$ cat src/rtl/utm_pkg.sv
// ----------------------------------------------------------------------------
// utm_pkg: shared types and constants of the UTF-8 text extent measurer
// Holds the register indexes, the reset values of the registers, the UTF-8
// decode constants, and the structs passed between the block's modules.
// ----------------------------------------------------------------------------
`default_nettype none

package utm_pkg;

	// Default sizes for the top-level parameters.
	localparam int GLYPH_TABLE_DEPTH_DEF = 128;
	localparam int EXTENT_BITS_DEF       = 16;

	// Output and counter widths are fixed at 16 bits.
	localparam int          OUT_W   = 16;
	localparam logic [15:0] CNT_MAX = 16'hFFFF;

	// Decoded code points are 21 bits wide.
	localparam int CP_W = 21;

	// Configuration register indexes.
	typedef enum logic [2:0] {
		CFG_GLYPH_HEIGHT      = 3'd0,
		CFG_MONO_WIDTH        = 3'd1,
		CFG_PROPORTIONAL_MODE = 3'd2,
		CFG_GLYPH_GAP         = 3'd3,
		CFG_GLYPH_COUNT       = 3'd4,
		CFG_BYTE_LIMIT        = 3'd5
	} cfg_idx_t;

	// Register reset values.
	localparam logic [7:0]  RST_GLYPH_HEIGHT = 8'd9;
	localparam logic [7:0]  RST_MONO_WIDTH   = 8'd8;
	localparam logic        RST_PROP_MODE    = 1'b0;
	localparam logic [7:0]  RST_GLYPH_GAP    = 8'd1;
	localparam logic [7:0]  RST_GLYPH_COUNT  = 8'd96;
	localparam logic [15:0] RST_BYTE_LIMIT   = 16'd0;

	// Input commands.
	localparam logic CMD_TEXT  = 1'b0;
	localparam logic CMD_TABLE = 1'b1;

	// Result status codes.
	localparam logic STATUS_OK      = 1'b0;
	localparam logic STATUS_MISSING = 1'b1;

	// UTF-8 decode constants.
	localparam logic [7:0]      CONT_MASK   = 8'h3F;
	localparam logic [7:0]      ASCII_MAX   = 8'h7F;
	localparam logic [7:0]      LEAD2_MAX   = 8'hDF;
	localparam logic [7:0]      LEAD3_MAX   = 8'hEF;
	localparam logic [7:0]      LEAD4_MAX   = 8'hF7;
	localparam logic [CP_W-1:0] FIRST_GLYPH = 21'h20;
	localparam logic [CP_W-1:0] CP_SPACE    = 21'h20;
	localparam logic [CP_W-1:0] CP_NEWLINE  = 21'h0A;

	// What a decoded byte asks of the extent stage.
	typedef enum logic [2:0] {
		EV_NONE    = 3'd0,
		EV_NEWLINE = 3'd1,
		EV_GLYPH   = 3'd2,
		EV_END     = 3'd3,
		EV_ERROR   = 3'd4
	} ev_kind_t;

	// Configuration register file.
	typedef struct packed {
		logic [7:0]  glyph_height;
		logic [7:0]  mono_width;
		logic        proportional_mode;
		logic [7:0]  glyph_gap;
		logic [7:0]  glyph_count;
		logic [15:0] byte_limit;
	} cfg_t;

	// One input item.
	typedef struct packed {
		logic       command;
		logic       first_byte;
		logic [7:0] byte_value;
		logic [6:0] table_index;
		logic [7:0] table_width;
	} item_t;

	// Decode stage to extent stage.
	typedef struct packed {
		ev_kind_t    kind;
		logic        clear;
		logic        use_table;
		logic [15:0] count;
	} glyph_ev_t;

endpackage

`default_nettype wire

$ cat src/rtl/utm_decode.sv
// ----------------------------------------------------------------------------
// utm_decode: UTF-8 decode stage
// Decodes one byte per cycle while go is high, keeps the byte and code point counters, owns
// the glyph width memory and issues one registered event per item.
// ----------------------------------------------------------------------------
`default_nettype none

module utm_decode #(
	parameter int GLYPH_TABLE_DEPTH = utm_pkg::GLYPH_TABLE_DEPTH_DEF
) (
	input  wire logic              clk,
	input  wire logic              arst_n,
	input  wire logic              go,
	input  wire utm_pkg::item_t    item,
	input  wire utm_pkg::cfg_t     cfg,
	output utm_pkg::glyph_ev_t     ev_s2,
	output logic [7:0]             tab_width_s2
);

	localparam int IDX_W = (GLYPH_TABLE_DEPTH > 1) ? $clog2(GLYPH_TABLE_DEPTH) : 1;

	// Glyph width memory.
	logic [7:0] width_mem [GLYPH_TABLE_DEPTH];

	// Decoder state.
	logic [1:0]              pend_q, pend_n;
	logic [utm_pkg::CP_W-1:0] acc_q, acc_n;
	logic                    bad_q, bad_n;
	logic [15:0]             bytes_q, bytes_n;
	logic [15:0]             cnt_q, cnt_n;
	logic                    done_q, done_n;

	logic                     cp_ok;
	logic [utm_pkg::CP_W-1:0] cp;
	logic [utm_pkg::CP_W-1:0] gidx;
	logic                     skip_byte;
	logic [7:0]               b;
	utm_pkg::glyph_ev_t       ev;
	logic                     wr_ok;

	assign b    = item.byte_value;
	assign gidx = cp - utm_pkg::FIRST_GLYPH;

	// Bytes that cannot start a sequence.
	always_comb begin
		skip_byte = 1'b0;
		if (b inside {[8'h80:8'hBF], 8'hC0, 8'hC1, 8'hFE, 8'hFF}) begin
			skip_byte = 1'b1;
		end
	end

	// Next decoder state and the event for this item.
	always_comb begin
		pend_n       = pend_q;
		acc_n        = acc_q;
		bad_n        = bad_q;
		bytes_n      = bytes_q;
		cnt_n        = cnt_q;
		done_n       = done_q;
		cp_ok        = 1'b0;
		cp           = '0;
		ev.kind      = utm_pkg::EV_NONE;
		ev.clear     = 1'b0;
		ev.use_table = 1'b0;
		if (item.command == utm_pkg::CMD_TEXT) begin
			if (item.first_byte) begin
				pend_n   = '0;
				acc_n    = '0;
				bad_n    = 1'b0;
				bytes_n  = '0;
				cnt_n    = '0;
				done_n   = 1'b0;
				ev.clear = 1'b1;
			end
			if (!done_n) begin
				if (bytes_n != utm_pkg::CNT_MAX) begin
					bytes_n = bytes_n + 16'd1;
				end
				if (pend_n != 2'd0) begin
					// Continuation bytes are taken without a check.
					acc_n  = {acc_n[utm_pkg::CP_W-7:0], b[5:0] & utm_pkg::CONT_MASK[5:0]};
					pend_n = pend_n - 2'd1;
					if (pend_n == 2'd0) begin
						cp_ok = 1'b1;
						if (bad_n) begin
							bad_n = 1'b0;
							cp    = utm_pkg::CP_SPACE;
						end else begin
							cp = acc_n;
						end
					end
				end else if (!skip_byte) begin
					if (b <= utm_pkg::ASCII_MAX) begin
						cp_ok = 1'b1;
						cp    = utm_pkg::CP_W'(b);
					end else if (b <= utm_pkg::LEAD2_MAX) begin
						acc_n  = utm_pkg::CP_W'(b[4:0]);
						pend_n = 2'd1;
					end else if (b <= utm_pkg::LEAD3_MAX) begin
						acc_n  = utm_pkg::CP_W'(b[3:0]);
						pend_n = 2'd2;
					end else if (b <= utm_pkg::LEAD4_MAX) begin
						acc_n  = utm_pkg::CP_W'(b[2:0]);
						pend_n = 2'd3;
					end else begin
						// Five and six byte leads become a space after three more bytes.
						acc_n  = '0;
						pend_n = 2'd3;
						bad_n  = 1'b1;
					end
				end
				// Classify the completed code point.
				if (cp_ok) begin
					if (cp == '0 || (cfg.byte_limit != 16'd0 && bytes_n >= cfg.byte_limit)) begin
						ev.kind = utm_pkg::EV_END;
						done_n  = 1'b1;
					end else begin
						if (cnt_n != utm_pkg::CNT_MAX) begin
							cnt_n = cnt_n + 16'd1;
						end
						if (cp == utm_pkg::CP_NEWLINE) begin
							ev.kind = utm_pkg::EV_NEWLINE;
						end else if (!cfg.proportional_mode) begin
							ev.kind = utm_pkg::EV_GLYPH;
						end else if (cp < utm_pkg::FIRST_GLYPH
								|| gidx >= utm_pkg::CP_W'(cfg.glyph_count)
								|| gidx >= utm_pkg::CP_W'(GLYPH_TABLE_DEPTH)) begin
							ev.kind = utm_pkg::EV_ERROR;
							done_n  = 1'b1;
						end else begin
							ev.kind      = utm_pkg::EV_GLYPH;
							ev.use_table = 1'b1;
						end
					end
				end
			end
		end
		ev.count = cnt_n;
	end

	// Decoder state registers.
	always_ff @(posedge clk or negedge arst_n) begin
		if (!arst_n) begin
			pend_q  <= '0;
			acc_q   <= '0;
			bad_q   <= 1'b0;
			bytes_q <= '0;
			cnt_q   <= '0;
			done_q  <= 1'b1;
		end else if (go) begin
			pend_q  <= pend_n;
			acc_q   <= acc_n;
			bad_q   <= bad_n;
			bytes_q <= bytes_n;
			cnt_q   <= cnt_n;
			done_q  <= done_n;
		end
	end

	// Event register.
	always_ff @(posedge clk) begin
		if (go) begin
			ev_s2 <= ev;
		end
	end

	// Width memory: one write port for table beats, one registered read.
	assign wr_ok = (item.command == utm_pkg::CMD_TABLE)
			&& (32'(item.table_index) < 32'(GLYPH_TABLE_DEPTH));

	always_ff @(posedge clk) begin
		if (go && wr_ok) begin
			width_mem[IDX_W'(item.table_index)] <= item.table_width;
		end
		if (go && ev.use_table) begin
			tab_width_s2 <= width_mem[IDX_W'(gidx)];
		end
	end

endmodule

`default_nettype wire

$ cat src/rtl/utm_extent.sv
// ----------------------------------------------------------------------------
// utm_extent: pen tracking and result register
// Applies each decode event to the pen, widest line and line position, and
// loads the result register when a string ends.
// ----------------------------------------------------------------------------
`default_nettype none

module utm_extent #(
	parameter int EXTENT_BITS = utm_pkg::EXTENT_BITS_DEF
) (
	input  wire logic                clk,
	input  wire logic                arst_n,
	input  wire logic                go,
	input  wire utm_pkg::glyph_ev_t  ev,
	input  wire logic [7:0]          tab_width,
	input  wire utm_pkg::cfg_t       cfg,
	input  wire logic                out_stall,
	output logic                     out_free,
	output logic                     out_valid,
	output logic                     status,
	output logic [15:0]              width_px,
	output logic [15:0]              height_px,
	output logic [15:0]              char_count
);

	localparam int                 EB      = EXTENT_BITS;
	localparam int                 WIDE_W  = 34;
	localparam logic [EB-1:0]      EXT_MAX = '1;
	localparam logic [WIDE_W-1:0]  OUT_MAX = WIDE_W'(utm_pkg::CNT_MAX);

	logic [EB-1:0]   pen_q, max_q, line_q;
	logic [EB-1:0]   pen_b, max_b, line_b;
	logic [EB-1:0]   pen_n, max_n, line_n;
	logic [7:0]      gw;
	logic [EB+1:0]   pen_sum;
	logic [EB-1:0]   pen_sat;
	logic [EB:0]     line_sum;
	logic [EB-1:0]   line_sat;
	logic [WIDE_W-1:0] w_max, w_sp, w_diff, h_wide;
	logic [15:0]     w_out, h_out;
	logic            is_result;

	// A new string starts from a clean pen.
	assign pen_b  = ev.clear ? '0 : pen_q;
	assign max_b  = ev.clear ? '0 : max_q;
	assign line_b = ev.clear ? '0 : line_q;

	// Glyph advance and line step, both saturating.
	assign gw       = ev.use_table ? tab_width : cfg.mono_width;
	assign pen_sum  = (EB+2)'(pen_b) + (EB+2)'(gw) + (EB+2)'(cfg.glyph_gap);
	assign pen_sat  = (pen_sum > (EB+2)'(EXT_MAX)) ? EXT_MAX : pen_sum[EB-1:0];
	assign line_sum = (EB+1)'(line_b) + (EB+1)'(cfg.glyph_height);
	assign line_sat = (line_sum > (EB+1)'(EXT_MAX)) ? EXT_MAX : line_sum[EB-1:0];

	// Next pen state.
	always_comb begin
		pen_n  = pen_b;
		max_n  = max_b;
		line_n = line_b;
		case (ev.kind)
			utm_pkg::EV_NEWLINE: begin
				line_n = line_sat;
				pen_n  = '0;
			end
			utm_pkg::EV_GLYPH: begin
				pen_n = pen_sat;
				if (pen_sat > max_b) begin
					max_n = pen_sat;
				end
			end
			default: begin
				pen_n = pen_b;
			end
		endcase
	end

	// Final extent: widest line less the trailing spacing, and last line bottom.
	assign w_max  = WIDE_W'(max_b);
	assign w_sp   = WIDE_W'(cfg.glyph_gap);
	assign w_diff = (w_max > w_sp) ? (w_max - w_sp) : '0;
	assign w_out  = (w_diff > OUT_MAX) ? utm_pkg::CNT_MAX : w_diff[15:0];
	assign h_wide = WIDE_W'(line_sum);
	assign h_out  = (h_wide > OUT_MAX) ? utm_pkg::CNT_MAX : h_wide[15:0];

	assign is_result = (ev.kind == utm_pkg::EV_END) || (ev.kind == utm_pkg::EV_ERROR);
	assign out_free  = !out_valid || !out_stall;

	// Pen state registers.
	always_ff @(posedge clk or negedge arst_n) begin
		if (!arst_n) begin
			pen_q  <= '0;
			max_q  <= '0;
			line_q <= '0;
		end else if (go) begin
			pen_q  <= pen_n;
			max_q  <= max_n;
			line_q <= line_n;
		end
	end

	// Result register valid.
	always_ff @(posedge clk or negedge arst_n) begin
		if (!arst_n) begin
			out_valid <= 1'b0;
		end else if (go && is_result) begin
			out_valid <= 1'b1;
		end else if (!out_stall) begin
			out_valid <= 1'b0;
		end
	end

	// Result register payload.
	always_ff @(posedge clk) begin
		if (go && is_result) begin
			char_count <= ev.count;
			if (ev.kind == utm_pkg::EV_END) begin
				status    <= utm_pkg::STATUS_OK;
				width_px  <= w_out;
				height_px <= h_out;
			end else begin
				status    <= utm_pkg::STATUS_MISSING;
				width_px  <= '0;
				height_px <= '0;
			end
		end
	end

endmodule

`default_nettype wire

$ cat src/rtl/utf8_text_extent_measure.sv
// ----------------------------------------------------------------------------
// utf8_text_extent_measure: UTF-8 string extent measurer
// Decodes a UTF-8 string one byte per beat and reports its rendered width,
// height and code point count when the string ends.
// ----------------------------------------------------------------------------
// Usage:
//  The input channel (in_valid / in_stall) carries one beat per byte of text
//  or one width table write. A beat with first_byte set starts a new string.
//  A string ends on a zero code point, on reaching byte_limit, or on a glyph
//  missing from the font; that beat produces one result beat on the output
//  channel (out_valid / out_stall). All other beats produce no result.
//  Throughput is one beat per cycle while the output does not stall: an input
//  register, a decode stage and a pen stage follow in that order, with the
//  width memory read registered alongside the decode stage. The skid
//  register is only used while the input register is blocked. out_valid rises
//  once the ending byte has passed the input register and the decode stage.
//  When the receiver stalls, the result register holds; the pipeline keeps
//  taking beats until a second result event waits in front of the result
//  register. The input register and then the skid register fill behind it,
//  and in_stall rises once the skid register holds a beat. The user writes
//  registers through cfg_valid / cfg_ready / cfg_index / cfg_data only while
//  no string is in flight, unenforced by the block. Reset restores register
//  defaults and leaves the block idle until a first_byte beat; the width
//  table is not cleared and must be loaded before proportional mode is used.
// ----------------------------------------------------------------------------
`default_nettype none

module utf8_text_extent_measure #(
	parameter int GLYPH_TABLE_DEPTH = utm_pkg::GLYPH_TABLE_DEPTH_DEF,
	parameter int EXTENT_BITS       = utm_pkg::EXTENT_BITS_DEF
) (
	input  wire logic        clk,
	input  wire logic        arst_n,
	// Configuration channel
	input  wire logic        cfg_valid,
	output logic             cfg_ready,
	input  wire logic [2:0]  cfg_index,
	input  wire logic [15:0] cfg_data,
	// Input channel
	input  wire logic        in_valid,
	output logic             in_stall,
	input  wire logic        command,
	input  wire logic        first_byte,
	input  wire logic [7:0]  byte_value,
	input  wire logic [6:0]  table_index,
	input  wire logic [7:0]  table_width,
	// Output channel
	output logic             out_valid,
	input  wire logic        out_stall,
	output logic             status,
	output logic [15:0]      width_px,
	output logic [15:0]      height_px,
	output logic [15:0]      char_count
);

	utm_pkg::cfg_t      cfg_q;
	utm_pkg::item_t     in_item, skid_q, item_s1;
	logic               skid_full_q, s1_v_q, s2_v_q;
	logic               in_acc, s1_take, s1_go, s2_take, s2_go, s2_res, out_free;
	utm_pkg::glyph_ev_t ev_s2;
	logic [7:0]         tab_width_s2;

	// Configuration registers.
	assign cfg_ready = 1'b1;

	always_ff @(posedge clk or negedge arst_n) begin
		if (!arst_n) begin
			cfg_q.glyph_height      <= utm_pkg::RST_GLYPH_HEIGHT;
			cfg_q.mono_width        <= utm_pkg::RST_MONO_WIDTH;
			cfg_q.proportional_mode <= utm_pkg::RST_PROP_MODE;
			cfg_q.glyph_gap         <= utm_pkg::RST_GLYPH_GAP;
			cfg_q.glyph_count       <= utm_pkg::RST_GLYPH_COUNT;
			cfg_q.byte_limit        <= utm_pkg::RST_BYTE_LIMIT;
		end else if (cfg_valid && cfg_ready) begin
			case (cfg_index)
				utm_pkg::CFG_GLYPH_HEIGHT:      cfg_q.glyph_height      <= cfg_data[7:0];
				utm_pkg::CFG_MONO_WIDTH:        cfg_q.mono_width        <= cfg_data[7:0];
				utm_pkg::CFG_PROPORTIONAL_MODE: cfg_q.proportional_mode <= cfg_data[0];
				utm_pkg::CFG_GLYPH_GAP:         cfg_q.glyph_gap         <= cfg_data[7:0];
				utm_pkg::CFG_GLYPH_COUNT:       cfg_q.glyph_count       <= cfg_data[7:0];
				utm_pkg::CFG_BYTE_LIMIT:        cfg_q.byte_limit        <= cfg_data;
				default: begin
					cfg_q <= cfg_q;
				end
			endcase
		end
	end

	// Pipeline flow control.
	assign in_item  = '{command, first_byte, byte_value, table_index, table_width};
	assign in_stall = skid_full_q;
	assign in_acc   = in_valid && !skid_full_q;
	assign s2_res   = (ev_s2.kind == utm_pkg::EV_END) || (ev_s2.kind == utm_pkg::EV_ERROR);
	assign s2_go    = s2_v_q && (!s2_res || out_free);
	assign s2_take  = !s2_v_q || s2_go;
	assign s1_go    = s1_v_q && s2_take;
	assign s1_take  = !s1_v_q || s1_go;

	// Skid and input stage valid bits.
	always_ff @(posedge clk or negedge arst_n) begin
		if (!arst_n) begin
			skid_full_q <= 1'b0;
			s1_v_q      <= 1'b0;
			s2_v_q      <= 1'b0;
		end else begin
			if (s1_take) begin
				s1_v_q      <= skid_full_q || in_acc;
				skid_full_q <= 1'b0;
			end else if (in_acc) begin
				skid_full_q <= 1'b1;
			end
			if (s2_take) begin
				s2_v_q <= s1_go;
			end
		end
	end

	// Skid and input stage payload.
	always_ff @(posedge clk) begin
		if (s1_take) begin
			item_s1 <= skid_full_q ? skid_q : in_item;
		end else if (in_acc) begin
			skid_q <= in_item;
		end
	end

	utm_decode #(
		.GLYPH_TABLE_DEPTH(GLYPH_TABLE_DEPTH)
	) u_decode (
		.clk          (clk),
		.arst_n       (arst_n),
		.go           (s1_go),
		.item         (item_s1),
		.cfg          (cfg_q),
		.ev_s2        (ev_s2),
		.tab_width_s2 (tab_width_s2)
	);

	utm_extent #(
		.EXTENT_BITS(EXTENT_BITS)
	) u_extent (
		.clk        (clk),
		.arst_n     (arst_n),
		.go         (s2_go),
		.ev         (ev_s2),
		.tab_width  (tab_width_s2),
		.cfg        (cfg_q),
		.out_stall  (out_stall),
		.out_free   (out_free),
		.out_valid  (out_valid),
		.status     (status),
		.width_px   (width_px),
		.height_px  (height_px),
		.char_count (char_count)
	);

	// The skid register only fills behind an occupied input stage.
	a_skid_behind_s1: assert property (@(posedge clk) disable iff (!arst_n)
		skid_full_q |-> s1_v_q)
		else $error("skid register full while input stage empty");

	// A beat taken while the input stage is blocked lands in the skid register.
	a_skid_fill: assert property (@(posedge clk) disable iff (!arst_n)
		(in_acc && s1_v_q && !s1_go) |=> skid_full_q)
		else $error("accepted beat not held in skid register");

	// A result event waits in the decode stage while the result register is blocked.
	a_result_waits: assert property (@(posedge clk) disable iff (!arst_n)
		(s2_v_q && s2_res && out_valid && out_stall) |=> (s2_v_q && out_valid))
		else $error("result event lost behind a stalled result register");

	// The pen stage never drops a result while the receiver stalls.
	a_result_kept: assert property (@(posedge clk) disable iff (!arst_n)
		(out_valid && out_stall) |=> out_valid)
		else $error("result register cleared while stalled");

endmodule

`default_nettype wire

$ cat config.mk
export PLATFORM = sky130hd
export DESIGN_NAME = utf8_text_extent_measure
export DESIGN_NICKNAME = d
export VERILOG_FILES = /design/src/rtl/utm_pkg.sv /design/src/rtl/utm_decode.sv /design/src/rtl/utm_extent.sv /design/src/rtl/utf8_text_extent_measure.sv
export SDC_FILE = /design/constraint.sdc
export NUM_CORES = 2
export LEC_CHECK = 0
export BUFFER_PORTS_ARGS = -buffer_cell sky130_fd_sc_hd__buf_2
export CORE_UTILIZATION = 40
export DETAILED_ROUTE_END_ITERATION = 12
export SLEW_MARGIN = 30
export SYNTH_ARGS = -nofsm -noshare
export SYNTH_HDL_FRONTEND = slang
export SYNTH_SLANG_ARGS = --single-unit
$ cat constraint.sdc
create_clock -name clk -period 21.8 [get_ports clk]
set_clock_uncertainty 0.15 [all_clocks]
set_input_delay 2.18 -clock clk [delete_from_list [all_inputs] [get_ports clk]]
set_output_delay 2.18 -clock clk [all_outputs]
set_load 0.02 [all_outputs]
==> impl_metrics.py <==
metrics = {
    "power_and_ir_drop": {
        "power_density_nw_per_um2": 98.0,
        "finalPower_mw": 6.05,
        "ir_drop_uv": 75.6,
        "leakage_nw": 20.9,
    },
    "synthesis": {
        "syn_area_sq_um": 55300,
        "yosys.area.top_type": "edfxtp_1",
        "synthFlopType": "edfxtp_1",
        "yosys_warnings": 0,
        "synth_area_leaders": "edfxtp_1, dfrtp_1, o221ai_1",
        "ys_types": 91,
        "syn_avg_cell_area_sq_um": 13.4,
        "synth_seq_area_share_pct": 69.5,
        "synth_top_cell_area_share_pct": 62.6,
        "async_reset_ff_share_pct": 11.7,
        "syn_nets": 4248,
        "synth_edf_count": 1152,
        "syn_inst": 4121,
        "ys_seq_elements": 1304,
    },
    "clocking": {
        "holdBufCountCts": 0,
        "h-tree-depth": 4,
        "cts_tree": "built",
        "clock-sinks": 1304,
        "clk_latency_ns": 0.78,
        "clkTransAtPathRegs_ns": 0.06,
        "numCtsBuffers": 133,
        "cts_root_buf": "clkbuf_16",
        "ctsResizeCount": 0,
        "post_cts_buffers": 0,
        "cts.path.max_buffers": 3,
    },
    "sta": {
        "setup-violations-final": 0,
        "slew_headroom_pct": 33.7,
        "grt_setup_unrepaired": "no",
        "slew_violations": 0,
        "setup_tns_ns": 0,
        "hold_viol_final": 0,
        "min_period_ns": 8.46,
        "fmax_ghz": 0.118,
        "max_slew.worst_pin.slew_ns": 0.995,
        "min_period_over_period_pct": 38.8,
    },
    "floorplan": {
        "fp.coreArea_sq_um": 137000,
        "pin_count": 101,
        "die_y_um": 374,
        "num_rows": 136,
        "initial_core_util_pct": 40.2,
        "die_area_sq_um": 140000,
        "dieWidth_um": 374,
    },
    "worst_setup_path": {
        "start_kind": "flip-flop",
        "cp_data_required_time_ns": 22.29,
        "rr_endpoint": "u_extent.max_q[13]$_DFFE_PN0P_",
        "path_max_fanout": 40,
        "arrival_ns": 8.95,
        "slowest_delay_ns": 0.65,
        "r2r_start": "u_decode.ev_s2[17]$_SDFFCE_PP0P_",
        "startpoint": "u_decode.ev_s2[17]$_SDFFCE_PP0P_",
        "ff2ff_setup_slack_ns": 13.34,
        "cp_slowest_cell": "inv_1",
        "end_kind": "flip-flop",
        "critPathKind": "flip-flop to flip-flop",
        "cp-endpoint": "u_extent.max_q[13]$_DFFE_PN0P_",
        "reg2reg_depth": 29,
    },
    "global_route": {
        "overflow": 0,
        "antenna_found_initial": 4,
        "grt_pass1_wl_um": 217000,
        "grt_pass1_vias": 34307,
        "grt_max_degree": 140,
        "grt_use_total_pct": 20.3,
    },
    "route": {
        "first_pass_iters": 5,
        "num_vias": 35307,
        "drtIter0Drc": 3685,
        "drc": 0,
        "drtAntennaViolNets": 0,
        "routedWlPerCell_um": 23.6,
        "via_per_inst": 5.82,
        "wl_um": 143000,
    },
    "final_layout": {
        "final_cell_mix": "edfxtp_1, nand2_1, nor2_1",
        "layout-drive-gt1-share_pct": 12.0,
        "fillers": 12257,
        "final_common_cell": "edfxtp_1",
        "syn_to_final_growth_pct": 11.8,
        "nNetsFinal": 4297,
    },
    "placed_design": {
        "place_congestion": 0.847,
        "portBuffers": 99,
        "dp_hpwl_um": 85200,
    },
    "hold_path": {
        "worstHoldPathCells": 0,
        "hold_path.class": "flip-flop to flip-flop",
    },
    "run": {
        "maxCapViolations": 0,
    },
    "outcome": {
        "status": "finished, final reports clean",
    },
}
-- worst min path at each step --
stage	start	end	slack, ns
6_report	u_decode.ev_s2[3]$_DFFE_PP_	u_extent.char_count[3]$_DFFE_PP_	0.27
5_1_grt	u_decode.ev_s2[2]$_DFFE_PP_	u_extent.char_count[2]$_DFFE_PP_	0.28
4_1_cts	u_decode.ev_s2[3]$_DFFE_PP_	u_extent.char_count[3]$_DFFE_PP_	0.27
3_5_place_dp	u_decode.ev_s2[12]$_DFFE_PP_	u_extent.char_count[12]$_DFFE_PP_	0.26
3_3_place_gp	u_decode.ev_s2[1]$_DFFE_PP_	u_extent.char_count[1]$_DFFE_PP_	0.26
2_1_floorplan	u_decode.ev_s2[0]$_DFFE_PP_	u_extent.char_count[0]$_DFFE_PP_	0.25
-- through the flow --
step / worst slack (ns) / hold slack [ns] / instances / instance area, sq um / utilization (%)
CTS: 13.37 / 0.275 / 6070 / 61800 / 45.0
global placement: 13.47 / 0.256 / 5828 / 57500 / 41.9
global route: 12.66 / 0.285 / 6070 / 61800 / 45.0
floorplan: 14.96 / 0.250 / 4121 / 55300 / -
detailed placement: 13.42 / 0.262 / 5829 / 57600 / 41.9
finish: 13.34 / 0.271 / 6071 / 61800 / 45.0
-- report_power, final --
| part | leakage [nW] | internal [mW] | switching (mW) |
|---|---|---|---|
| sequential | 12.4 | 2.80 | 0.0610 |
| combinational | 6.48 | 0.339 | 0.634 |
| clock | 2.04 | 1.25 | 0.975 |
-- flip-flops by register name, summed over array words and instances (netlist names), 15 cells and up --
signal,flops
u_decode.width_mem,1024
cfg_q,49
item_s1,25
skid_q,25
u_decode.ev_s2,21
u_decode.bytes_q,16
u_decode.cnt_q,16
u_extent.char_count,16
u_extent.height_px,16
u_extent.line_q,16
u_extent.max_q,16
u_extent.pen_q,16
u_extent.width_px,16
u_decode.acc_q,15
-- cell usage after synthesis (all sizes together), types with 5 or more instances --
| master | count |
|---|---|
| edfxtp | 1152 |
| o21bai | 7 |
| mux2 | 96 |
| clkbuf | 181 |
| nand4 | 46 |
| mux4 | 16 |
| o211ai | 13 |
| ha | 74 |
| o31ai | 6 |
| a211oi | 6 |
| and2 | 21 |
| mux2i | 27 |
| a22o | 18 |
| nor2b | 48 |
| nor3b | 8 |
| nand3 | 213 |
| o21a | 14 |
| a31oi | 55 |
| or3 | 7 |
| o21ai | 124 |
| nor3 | 26 |
| nor4 | 20 |
| dfstp | 7 |
| a32oi | 19 |
| a311o | 7 |
| buf | 66 |
| and3 | 49 |
| nor2 | 289 |
| nand2b | 20 |
| a21oi | 200 |
| o41ai | 8 |
| xor2 | 23 |
| o22ai | 10 |
| or2 | 5 |
| a311oi | 43 |
| inv | 76 |
| a22oi | 12 |
| a21o | 24 |
| xnor2 | 48 |
| nand2 | 565 |
| dfrtp | 145 |
| o221ai | 258 |
-- layer usage --
metal,global-route usage [%],wire length [um],up-vias
met2,33.3,69600,1360
met3,3.11,10000,217
met5,0,13,-
met1,27.7,60400,17781
li1,-,-,15947
met4,5.84,3240,2
-- logic make-up (layout without fill, tap and decap cells) --
logic type	after synthesis	in the layout	share of synthesized area [%]
AO/OA/AOI/OAI	854	854	11.0
XOR/XNOR	71	71	1.13
adder cells (fa/ha/maj)	78	78	1.82
buffers and inverters	328	483	2.38
flip-flops	1304	1304	69.5
multiplexers	139	139	3.13
other	1	2	0.00679
AND/OR/NAND/NOR	1346	1346	11.0
-- worst max-delay path, delay by kind of cell, from the launching register on --
kind	cells	cell delay, ns
AND/OR/NAND/NOR	4	0.83
AO/OA/AOI/OAI	16	4.25
adder cells (fa/ha/maj)	3	0.91
XOR/XNOR	1	0.18
multiplexers	1	0.30
buffers and inverters	4	1.32
flip-flops	1	0.35
-- area by class of cell --
type / count / area, sq um / area share [%]
Sequential cell: 1304 / 38400 / 62.1
Multi-Input combinational cell: 2489 / 15600 / 25.2
Tap cell: 1794 / 2240 / 3.63
Antenna cell: 1 / 2.50 / 0.00405
Timing Repair Buffer: 162 / 1010 / 1.64
Clock inverter: 73 / 708 / 1.15
Clock buffer: 168 / 3510 / 5.68
Inverter: 80 / 310 / 0.502
No activity file was read; power rests on OpenSTA's default activity.
